--- src/hw/rtl/gsdf_pkg.sv ---
// gsdf_pkg: shared types, sizes and grid symmetry functions for the
// grid symmetry dedup filter. No dependencies.
`default_nettype none

package gsdf_pkg;

    localparam int GRID_SIDE     = 3;
    localparam int CELL_BITS     = 2;
    localparam int TABLE_DEPTH   = 1024;

    localparam int GRID_CELLS    = GRID_SIDE * GRID_SIDE;
    localparam int GRID_BITS     = GRID_CELLS * CELL_BITS;
    localparam int IN_GRID_W     = 18;
    localparam int ENTRY_COUNT_W = 11;
    localparam int ADDR_W        = $clog2(TABLE_DEPTH);
    localparam int COUNT_W       = $clog2(TABLE_DEPTH + 1);
    localparam int NUM_VARIANTS  = 8;

    localparam logic KIND_SUBMIT = 1'b0;
    localparam logic KIND_CLEAR  = 1'b1;

    typedef logic [GRID_BITS-1:0] grid_t;
    typedef logic [COUNT_W-1:0]   count_t;

    typedef struct packed {
        logic                 kind;
        logic [IN_GRID_W-1:0] grid_cells;
    } in_t;

    typedef struct packed {
        logic                     is_new;
        logic                     was_stored;
        logic                     table_full;
        logic [ENTRY_COUNT_W-1:0] entry_count;
    } out_t;

    typedef struct packed {
        logic load;
        logic issue_read;
        logic commit;
    } ctrl_cmd_t;

    typedef struct packed {
        logic more;
        logic pending;
        logic out_free;
    } dp_stat_t;

    function automatic grid_t flip_diag(input grid_t g);
        grid_t o;
        o = '0;
        for (int r = 0; r < GRID_SIDE; r++)
            for (int c = 0; c < GRID_SIDE; c++)
                o[(r*GRID_SIDE + c)*CELL_BITS +: CELL_BITS] =
                    g[(c*GRID_SIDE + r)*CELL_BITS +: CELL_BITS];
        return o;
    endfunction

    function automatic grid_t flip_horiz(input grid_t g);
        grid_t o;
        o = '0;
        for (int r = 0; r < GRID_SIDE; r++)
            for (int c = 0; c < GRID_SIDE; c++)
                o[(r*GRID_SIDE + c)*CELL_BITS +: CELL_BITS] =
                    g[(r*GRID_SIDE + GRID_SIDE - 1 - c)*CELL_BITS +: CELL_BITS];
        return o;
    endfunction

endpackage

`default_nettype wire

--- src/hw/rtl/gsdf_ctrl.sv ---
// gsdf_ctrl: state machine sequencing accept, table scan and result commit.
// Depends on gsdf_pkg.
`default_nettype none

module gsdf_ctrl (
    input  wire logic                clk,
    input  wire logic                rst_n,
    input  wire logic                grid_valid,
    output logic                     grid_ready,
    input  wire logic                grid_kind,
    input  wire gsdf_pkg::dp_stat_t  stat,
    output gsdf_pkg::ctrl_cmd_t      cmd
);

    localparam logic [1:0] ST_IDLE = 2'd0;
    localparam logic [1:0] ST_SCAN = 2'd1;
    localparam logic [1:0] ST_DONE = 2'd2;

    logic [1:0] state_reg, state_next;

    assign grid_ready = (state_reg == ST_IDLE);

    always_comb
    begin
        state_next     = state_reg;
        cmd.load       = 1'b0;
        cmd.issue_read = 1'b0;
        cmd.commit     = 1'b0;
        unique case (state_reg)
            ST_IDLE:
            begin
                if (grid_valid)
                begin
                    cmd.load = 1'b1;
                    if (grid_kind == gsdf_pkg::KIND_CLEAR)
                        state_next = ST_DONE;
                    else
                        state_next = ST_SCAN;
                end
            end
            ST_SCAN:
            begin
                cmd.issue_read = stat.more;
                if (!stat.more && !stat.pending)
                    state_next = ST_DONE;
            end
            ST_DONE:
            begin
                if (stat.out_free)
                begin
                    cmd.commit = 1'b1;
                    state_next = ST_IDLE;
                end
            end
            default:
            begin
                state_next = ST_IDLE;
            end
        endcase
    end

    always_ff @(posedge clk or negedge rst_n)
    begin
        if (!rst_n)
            state_reg <= ST_IDLE;
        else
            state_reg <= state_next;
    end

endmodule

`default_nettype wire

--- config.mk ---
export PLATFORM = sky130hd
export DESIGN_NAME = gsdf_ctrl
export DESIGN_NICKNAME = d
export VERILOG_FILES = /design/src/hw/rtl/gsdf_pkg.sv /design/src/hw/rtl/gsdf_ctrl.sv
export SDC_FILE = /design/constraint.sdc
export NUM_CORES = 1
export LEC_CHECK = 0
export CORE_AREA = 4 4 41 43
export CTS_CLUSTER_SIZE = 28
export DETAILED_ROUTE_END_ITERATION = 6
export DIE_AREA = 0 0 45 47
export DONT_BUFFER_PORTS = 1
export GPL_TIMING_DRIVEN = 0
export PLACE_DENSITY = 0.3
export SLEW_MARGIN = 20
export SYNTH_ARGS = -nofsm -noshare
export SYNTH_HDL_FRONTEND = slang
export SYNTH_SLANG_ARGS = --single-unit
--- constraint.sdc ---
create_clock -name clk -period 1.1 [get_ports clk]
set_input_delay 0.22 -clock clk [delete_from_list [all_inputs] [get_ports clk]]
set_output_delay 0.22 -clock clk [all_outputs]
set_load 0.1 [all_outputs]
**Word level (Yosys, flattened, before mapping)**

Cells that the tools add are included.

- Reduce and logical (&&, ||, !) cells: 5
- Equal/unequal tests: 5
- Multiplexer cells: 10

Operators with widths:

| cell | number |
|---|---|
| $mux W2 | 4 |
| $ne A2 B2 Y1 const B | 3 |
| $pmux W2 S3 | 1 |
| $mux W1 | 5 |
| $reduce_and A3 Y1 | 1 |
| $eq A2 B1 Y1 const B | 1 |
| $eq A2 B2 Y1 const B | 1 |
| $logic_not A1 Y1 | 2 |
| $logic_not A2 Y1 | 1 |
| $logic_and A1 B1 Y1 | 1 |

- Output and inout bits: 4
- Input port bits: 7
- Register bits after elaboration: 2

**Depth between registers and ports, before layout**

- Word-level depth: 4
- Mapped depth: 2
- Gate-level depth less buffers: 2

**Worst setup path after synthesis**

OpenSTA, ideal clock, no wires.

- Path type: register -> output
- Start: reg state_reg[1]
- End: out cmd[2] in the netlist's numbering
- Data arrival time: 2.638 ns
- Cell stages (with the launch flop): 3
- Data required time: 0.880 ns
- Buffers on the path: 0
- Setup slack: -1.758 ns
- Path through: dfrtp_1 -> nor2_1 -> and2_1

RTL lines:

| what | line | text |
|---|---|---|
| from (decl) | gsdf_ctrl.sv:19 | `logic [1:0] state_reg, state_next;` |
| from (signal assigned) | gsdf_ctrl.sv:67 | `state_reg <= state_next;` |
| to (decl) | gsdf_ctrl.sv:12 | `output gsdf_pkg::ctrl_cmd_t cmd` |

==> run_results.csv <==
group,metric,value,unit
status,run_status,"finished, violations left",
timing,timing.final.crit_share,167,%
setup_path,crit_type,"register to primary output",
timing,fin_worst_skew,0.00151,ns
setup_path,data_required_time_of_the_critical_path,0.88,ns
synth,postSynth.topFlopCell,"sky130_fd_sc_hd__dfrtp_1",
route,via_count,137,
clock_network,clkLatencyLatePin,0.22,ns
timing,rsz0062_at_grt,"yes",
die,core,1300,um2
global_routing,first_global_vias,158,
synth,ys_seq_area_share,39.2,%
clock_network,cts.reportedPaths.clkPinSlew,0.03,ns
global_routing,track_usage,4.74,%
cells_and_area,largest_register_ffs,2,
global_routing,first_pass_grt_wire_length,655,um
route,wl_per_cell,10.6,um
flow_run,max_capacitance_violation_count,0,
timing,post-route-worst-setup-slack,-0.738,ns
timing,final_max_slew_viol_count,0,
cells_and_area,num_antenna_cells,0,
cells_and_area,final_layout_size_suffix_gt1_share,72.7,%
synth,synth-edff-count,0,
synth,syn_area,128,um2
cells_and_area,total_number_of_nets_in_the_final_design,31,
setup_path,timing.critical_path.from_type,"register",
route,detailedRoute.firstPassIterationCount,3,
setup_path,worstSetupEndpointType,"primary output",
synth,yosysUniqueCellTypes,11,
synth,netlist_top_cells_area,"sky130_fd_sc_hd__dfrtp_1 39%, sky130_fd_sc_hd__and2_1 9.8%, sky130_fd_sc_hd__and3b_2 7.8%",
synth,postSynthNetCount,21,
cells_and_area,layout.core_utilization,19.0,%
timing,timing.slew.headroom,56.8,%
timing,min_tclk_post_route,1.84,ns
synth,synth_async_sr_flop_share,100,%
timing,worstMarginPinSlew,0.646,ns
die,top_level_ports,11,
placed_design,half_perimeter_wire_length_after_placement,281,um
timing,fin_hold_viols,0,
route,dr.first_iter.drc_count,3,
setup_path,worst_path_largest_cell_delay,0.53,ns
placed_design,io_buffer_count,0,
status,failed_checks,"negative setup slack",
timing,number_of_failing_setup_endpoints_in_the_final_timing_report,6,
synth,synthCells,14,
clock_network,tritoncts.num_buffers,3,
global_routing,grt_start_max_net_pins,6,
synth,yosys.area.top_type_share,39.2,%
die,die-height,47,um
clock_network,clock_tree_from_tritoncts,"done",
synth,syn_avg_cell_area,9.12,um2
setup_path,cpMaxStageDelayCell,"sky130_fd_sc_hd__nor2_4",
synth,yosys_warnings,0,
timing,finalSetupTns,-2.41,ns
clock_network,clock_root_buffer,"sky130_fd_sc_hd__clkbuf_4",
global_routing,grt_antenna_before_repair,0,
setup_path,timing.critical_path.cells,"nor2_4 -> and2_4",
die,std_cell_rows,13,
timing,fmaxAchievable,544,MHz
route,post_drt_via_cell_ratio,3.70,
global_routing,globalRouteOverflowTotal,0,
die,dieWidth,45,um
clock_network,htree_num_levels,1,
route,drt.antenna.violating_nets,0,
route,final_wirelength,393,um
min_path,min_delay_worst_type,"input port to register",
route,detail_route.drc_violations,0,
placed_design,globalplace.congestion,0.610,
synth,yosys_register_bits,2,
die,initial_utilization,9.81,%
die,floorplan.die_area,2120,um2
setup_path,worst-path-max-fanout,3,
synth,ys_top_cells_by_count,"2 x sky130_fd_sc_hd__and2_1, 2 x sky130_fd_sc_hd__dfrtp_1, 2 x sky130_fd_sc_hd__nor2_1",
synth,synth_top_area_cell,"sky130_fd_sc_hd__dfrtp_1",
clock_network,clkSinkCount,2,
setup_path,critical_path_data_arrival_time,1.62,ns
cells_and_area,area_growth_syn_to_layout,94.1,%
clock_network,cts_max_path_buffers,2,
==> placed cells by master, fill, tap and decap left out <==
master,n
sky130_fd_sc_hd__or3b_4,1
sky130_fd_sc_hd__nor2_4,2
sky130_fd_sc_hd__a211o_1,1
sky130_fd_sc_hd__buf_6,2
sky130_fd_sc_hd__o21ai_0,1
sky130_fd_sc_hd__buf_4,2
sky130_fd_sc_hd__nor3b_1,1
sky130_fd_sc_hd__and2_1,1
sky130_fd_sc_hd__and2_4,1
sky130_fd_sc_hd__nand2_2,1
sky130_fd_sc_hd__a21oi_2,1
sky130_fd_sc_hd__dfrtp_2,2
sky130_fd_sc_hd__clkbuf_4,3
sky130_fd_sc_hd__and3b_4,1
sky130_fd_sc_hd__nor4b_1,1
sky130_fd_sc_hd__dlygate4sd3_1,1
==> per-stage QoR <==
stage | setup WS [ns] | instances | hold slack [ns] | instance area (um2)
global route | -0.782 | 37 | 0.175 | 248
floorplan | -0.519 | 14 | -0.0756 | 140
finish | -0.738 | 37 | 0.181 | 248
detailed placement | -0.573 | 29 | -0.0755 | 159
CTS | -0.768 | 36 | 0.176 | 240
global placement | -0.566 | 29 | -0.0755 | 159
==> routing by layer <==
metal	track usage, %	vias up	wire, um
met2	5.65	7	182
met5	0	-	0
met4	3.51	0	0
li1	-	69	-
met1	5.45	61	160
met3	3.83	0	50
==> kinds of logic after synthesis <==
group / share of synthesized area (%)
AND/OR/NAND/NOR: 46.1
AO/OA/AOI/OAI: 14.7
flip-flops: 39.2
==> worst paths after layout <==
check | startpoint | cells past startpoint | slack (ns) | end
setup / recovery | state_reg[0] | 2 | -0.74 | cmd[2]
hold / removal | grid_kind | 2 | 0.18 | state_reg[0]
setup reg to reg | state_reg[0] | 4 | -0.16 | state_reg[0]
hold reg to reg | state_reg[1] | 2 | 0.61 | state_reg[0]
max in group asynchronous | rst_n | 1 | 0.73 | state_reg[0]
min in group asynchronous | rst_n | 1 | 0.23 | state_reg[1]
==> what timing repair did <==
item,in CTS,in global routing
resized for setup,9,0
hold endpoints to repair,2,0
buffers inserted,3,1
hold buffers,1,0
pin swaps,4,4
endpoints found under the setup margin,6,6
==> area by class of cell <==
class                           count  area (um2)
Timing Repair Buffer                5        47.5
Multi-Input combinational cell     12         106
Sequential cell                     2        52.6
Tap cell                           15        18.8
Fill cell                         154        1050
Clock buffer                        3        22.5
==> worst max-delay path: cells and delay by family, from the launching register on <==
family	cells	cell delay, ns
flops	1	0.41
simple gates	2	0.98
Power is left out: the tool's default activity adds up to more than one toggle a clock period on the data nets, which glitch-free logic cannot reach.
